<file path="src/rtl/core/mstf_pkg.sv">
// Shared types and constants for the max segment tree search block.
// No dependencies; imported by every module of the block.
package mstf_pkg;

  localparam int SZ_W              = 11;
  localparam int VAL_W             = 32;
  localparam int NODE_W            = 13;
  localparam int DEF_MAX_POSITIONS = 1024;
  localparam int DEF_NODE_COUNT    = 4096;
  localparam int STK_DEPTH         = 16;

  localparam logic signed [VAL_W-1:0] VAL_MIN = {1'b1, {(VAL_W-1){1'b0}}};

  typedef enum logic {
    OP_WRITE  = 1'b0,
    OP_SEARCH = 1'b1
  } op_t;

  typedef enum logic [2:0] {
    ST_CLEAR,
    ST_IDLE,
    ST_UPD_DESC,
    ST_UPD_RD,
    ST_UPD_WR,
    ST_SRCH_RD,
    ST_SRCH_EVAL,
    ST_EMIT
  } state_t;

  typedef struct packed {
    logic [NODE_W-1:0] node;
    logic [SZ_W-1:0]   lo;
    logic [SZ_W-1:0]   hi;
  } stk_entry_t;

  typedef struct packed {
    logic clear;
    logic push;
    logic pop;
  } stk_ctrl_t;

endpackage

</file>
<file path="src/rtl/core/mstf_stack.sv">
// Pending-node stack for the depth-first search walk.
// Depends on mstf_pkg for the entry and control types.
module mstf_stack #(
  parameter int DEPTH = mstf_pkg::STK_DEPTH
) (
  input  logic                clk,
  input  logic                rst_n,
  input  mstf_pkg::stk_ctrl_t ctrl,
  input  mstf_pkg::stk_entry_t push_entry,
  output mstf_pkg::stk_entry_t top_entry,
  output logic                empty
);
  import mstf_pkg::*;

  localparam int IW = (DEPTH > 1) ? $clog2(DEPTH) : 1;
  localparam int PW = IW + 1;

  stk_entry_t      entries_r [DEPTH];
  logic [PW-1:0]   ptr_r;
  logic [PW-1:0]   ptr_nxt;
  logic [PW-1:0]   top_ptr;

  assign top_ptr   = ptr_r - PW'(1);
  assign top_entry = entries_r[top_ptr[IW-1:0]];
  assign empty     = (ptr_r == '0);

  always_comb begin
    ptr_nxt = ptr_r;
    if (ctrl.clear) begin
      ptr_nxt = '0;
    end else if (ctrl.push) begin
      ptr_nxt = ptr_r + PW'(1);
    end else if (ctrl.pop) begin
      ptr_nxt = top_ptr;
    end
  end

  always_ff @(posedge clk) begin
    if (!rst_n) begin
      ptr_r <= '0;
    end else begin
      ptr_r <= ptr_nxt;
    end
  end

  always_ff @(posedge clk) begin
    if (ctrl.push && !ctrl.clear) begin
      entries_r[ptr_r[IW-1:0]] <= push_entry;
    end
  end

endmodule

</file>
<file path="config.mk">
export PLATFORM = sky130hd
export DESIGN_NAME = mstf_stack
export DESIGN_NICKNAME = d
export VERILOG_FILES = /design/src/rtl/core/mstf_pkg.sv /design/src/rtl/core/mstf_stack.sv
export SDC_FILE = /design/constraint.sdc
export NUM_CORES = 1
export LEC_CHECK = 0
export BUFFER_PORTS_ARGS = -buffer_cell sky130_fd_sc_hd__buf_4
export CORE_ASPECT_RATIO = 1.25
export CORE_MARGIN = 2
export CORE_UTILIZATION = 45
export DETAILED_ROUTE_END_ITERATION = 16
export MAX_ROUTING_LAYER = met4
export SETUP_SLACK_MARGIN = 0.15
export SLEW_MARGIN = 5
export SYNTH_ARGS = -nofsm -noshare
export SYNTH_HDL_FRONTEND = slang
export SYNTH_SLANG_ARGS = --single-unit
</file>
<file path="constraint.sdc">
create_clock -name clk -period 4 [get_ports clk]
set_input_delay 0.8 -clock clk [delete_from_list [all_inputs] [get_ports clk]]
set_output_delay 0.8 -clock clk [all_outputs]
set_load 0.01 [all_outputs]
</file>
## Word level (Yosys, flattened, before mapping)

Memories as Yosys holds them, arrays and structs flattened.
Index checks and enable logic that the tools add are counted.

- Register bits: 5
- Bits in latches: 0
- Bits in writable memories: 560
- Memory bits (read-only): 0
- Input bits: 40
- Output and inout port bits: 36
- Logic and storage cells: 14
- Memories: 1

- Add/sub/neg operators: 2
- Multipliers: 0
- Divide/modulo/power cells: 0
- $lt $le $gt $ge: 0
- Equal/unequal tests: 0
- Shift-type cells: 0
- Mux-type cells: 4
- Bitwise logic cells: 1
- Reductions and logical operators: 5

Memory list:

| memory | depth | width | rd ports | clocked after memory_dff | write ports | line | text |
|---|---|---|---|---|---|---|---|
| entries_r | 16 | 35 | 1 | 0 | 1 | mstf_stack.sv:18 | `stk_entry_t entries_r [DEPTH];` |

Operators by type and width:

| operator | count |
|---|---|
| 5-bit 2-to-1 mux | 2 |
| 5-bit by 1-bit adder with 5-bit output, second input constant | 1 |
| 5-bit zero test | 1 |
| 5-bit by 1-bit subtractor with 5-bit output, second input constant | 1 |
| 1-bit 2-to-1 mux | 2 |
| 2-bit nonzero test | 1 |
| 2-bit OR reduction | 1 |
| 1-bit logical AND | 1 |
| 1-bit zero test | 1 |
| 1-bit inverter | 1 |

## Depth between registers and ports, before layout

- Depth after elaboration: 4
- Gate-level depth with buffers: 11
- Depth with buffers taken out: 6

## Least setup slack after synthesis

No wires, ideal clock.

- Path kind: flip-flop to output port
- From: register ptr_r[0]
- To: output port top_entry[27] in the netlist's numbering
- Arrival time: 2.659 ns
- Data required time: 3.200 ns
- Path slack: 0.541 ns
- Stages on the path, launching flop included: 12
- Path buffers: 6
- Path through: dfxtp_1 > buf_6 > buf_2 > buf_2 > inv_1 > ha_1 > buf_2 > buf_2 > buf_1 > mux4_2 > a22oi_2 > nand3_1

RTL lines:

| item | line | text |
|---|---|---|
| start, declared | mstf_stack.sv:19 | `logic [PW-1:0] ptr_r;` |
| start signal, assigned | mstf_stack.sv:42 | `ptr_r <= ptr_nxt;` |
| end, declared | mstf_stack.sv:10 | `output mstf_pkg::stk_entry_t top_entry,` |

==> results by group <==
Synth
  – Avg Cell Area, Syn: 22.4 sq um
  – Cell Area, Synth: about 22,000 sq um
  – Largest cells by area after synthesis: edfxtp_1 78%, mux4_2 15%, a22oi_2 1.7%
  – Synthesized Nets: 1,015
  – Seq/Total Area, Yosys: between 70% and 80%
  – Register bit total from synthesis: around 570
  – Yosys top cell by area: edfxtp_1
  – Unique cell type count in the Yosys netlist: 29
  – Top cell type's share of synthesized area: approximately 78%
  – Post-Synthesis Cells: roughly 970
  – Yosys Warn Count: 0

Setup path
  – Top delay family on crit path: simple AND/OR/NAND/NOR gates
  – Worst-path fanout max: 18
  – Crit-path max cell delay: around 0.65 ns
  – Worst EP required: approximately 3.2 ns
  – CP Cell Sequence: inv_1, ha_4, nor2b_2, a32o_4, nand2_1, nand4_1, buf_4
  – WP buf/inv: 2
  – Stages on the worst setup path: 7
  – FF-to-FF path depth: 5
  – Critical path's slowest cell: a32o_4
  – Worst Setup End Kind: output port
  – Worst Path Arrival: between 2 and 3 ns
  – Worst setup SP type: flop
  – Setup CP Type: flop to output port

Floorplan
  – Chip height: between 200 and 250 um
  – FP Rows: roughly 90
  – Die W: approximately 200 um
  – I/O pin total: 76
  – Die area: 50,000 sq um
  – Starting Density: 45.7%
  – Core area: 47,400 sq um

Global routing
  – First-pass GRT wire length: between 70,000 and 80,000 um
  – Largest net degree at the start of global routing: 87
  – Initial antenna violation count: 2
  – Gr usage total: between 20% and 30%
  – Vias in the first global route: between 10,000 and 15,000
  – Gr ovfl total: 0

Drt
  – Final WL: just over 50,000 um
  – Post-route ant nets: 0
  – First-pass DRT Iterations: 5
  – Drt via density: 5.78
  – Number of remaining DRC errors: 0
  – Vias: approximately 10,000
  – Initial drt markers: 809
  – Routed len/inst: approximately 28 um

Power
  – Leak pwr: 0.00784 uW
  – Worst VDD drop: 0.373 mV
  – Power per cell area: between 500 and 600 nW/um^2

Timing
  – Tmin final: 3.73 ns
  – RSZ-0062 raised after global routing: false
  – Final setup TNS: 0 ns
  – Final hold slack: around 0.47 ns
  – Worst Skew: around 0.031 ns
  – Worst-Margin Slew: between 0.8 and 0.9 ns
  – Slew margin rel.: between 40 and 50%
  – Fmax: 268 MHz
  – Max-slew violation count: 0
  – Final WS setup: 0.269 ns
  – Final setup viols: 0
  – Final Cycle Share: roughly 93%
  – Final hold violation count: 0

Clocking
  – Total CTS buffers: 55
  – Worst skew pair latency: approximately 0.62 ns
  – Clock tree from TritonCTS: built
  – Max clock buf depth: 3
  – Hold bufs inserted after CTS: 0
  – Sink Count: roughly 570
  – Htree depth: 2
  – Root buffer cell: clkbuf_16
  – Clock slew at reported path FFs: ~0.060 ns

Placed design
  – Placed wire-length estimate: 26,700 um
  – Placer Congestion: about 0.74
  – Dpl ws: 0.477 ns
  – Placed cells: 1,665
  – Port buffer count: 75
  – Placed standard-cell area: roughly 23,000 sq um

Cells and area
  – Non-Filler Instances: between 1,500 and 2,000
  – Area grow syn2layout: 16.8%
  – Multi-input logic area: between 4000 and 5000 sq um
  – Register Area: 16,900 sq um
  – Most frequent cells in the layout: 560 x edfxtp_1, 140 x mux4_2, 106 x buf_4
  – # nets final: 1,139
  – Most common cell after layout, fill and taps aside: edfxtp_1
  – Filler cells: 3,711
  – Share of cells above drive strength 1: between 30% and 40%
  – Final Cell Area: approximately 25,000 sq um

Status
  – Outcome: completed

Hold path
  – Hold Path Depth: 1
  – Worst Hold Class: primary input to flop

Run
  – Max cap viols: 0
==> layer usage <==
layer / wire (um) / track usage [%] / share of wire (%)
met1: 20100 / 26.7 / 40
met2: 26500 / 36.1 / 53
met3: 2350 / 3.26 / 4.7
met4: 1340 / 6.39 / 2.7
met5: 0 / - / 0
==> stage by stage <==
stage	power (uW)	util, %
4_1_cts	13000	53.3
3_5_place_dp	7710	49.3
2_1_floorplan	7250	-
3_3_place_gp	7700	49.3
5_1_grt	13300	53.4
6_report	12800	53.4
==> sequential cells by signal, summed over array words and instances (netlist names) <==
signal / cells
entries_r: 560
ptr_r: 5
==> cell type report <==
class                           count  share of cell area (%)
Multi-Input combinational cell    348                    18.6
Inverter                            3                  0.0444
Sequential cell                   565                    66.8
Timing Repair Buffer              120                    4.21
Tap cell                          637                    3.15
Clock inverter                     34                    1.52
Antenna cell                        2                  0.0198
Clock buffer                       68                    5.71
==> report_power, final <==
part           internal [uW]  total (uW)  switching (uW)  leakage (uW)
combinational            458        1050             593       0.00187
clock                   3030        5240            2200      0.000880
sequential              6550        6560            12.2       0.00509
total                  10000       12800            2810       0.00784
==> repair_timing <==
item                       in CTS  in global routing
setup endpoints to repair      35                 24
cloned                          2                  0
setup buffers                   4                  2
pin swaps                       1                  0
resized for setup               6                  2
==> cells by family after synthesis <==
| group | after synthesis | share of synthesized area (%) |
|---|---|---|
| AOI/OAI and AO/OA | 112 | 3.77 |
| DFF | 565 | 78.0 |
| and+or+nand+nor | 84 | 1.86 |
| xor gates and xnor gates | 4 | 0.161 |
| muxes | 140 | 14.5 |
| buffers and inverters | 58 | 1.37 |
| adders and majority gates | 6 | 0.346 |
==> cells in the mapped netlist (all sizes together) <==
library cell / instances
mux4: 140
or2: 1
nand4: 3
a21boi: 2
nand2b: 4
buf: 28
a221oi: 1
a32o: 2
dfxtp: 5
o21ai: 73
nor2b: 3
edfxtp: 560
clkbuf: 27
nand2: 9
or3: 2
ha: 6
inv: 3
xnor2: 4
a22oi: 34
nor3b: 1
nand3: 34
nand3b: 1
nor2: 26
==> final timing paths <==
path / startpoint / to / slack [ns]
worst min-delay path: push_entry[11] / entries_r[3][11] / 0.47
worst max-delay path: ptr_r[0] / top_entry[33] / 0.27
worst min register to register: ptr_r[4] / ptr_r[4] / 0.53
worst max register to register: ptr_r[0] / entries_r[7][2] / 1.25
Note: power is estimated with default switching activity, not from simulation.
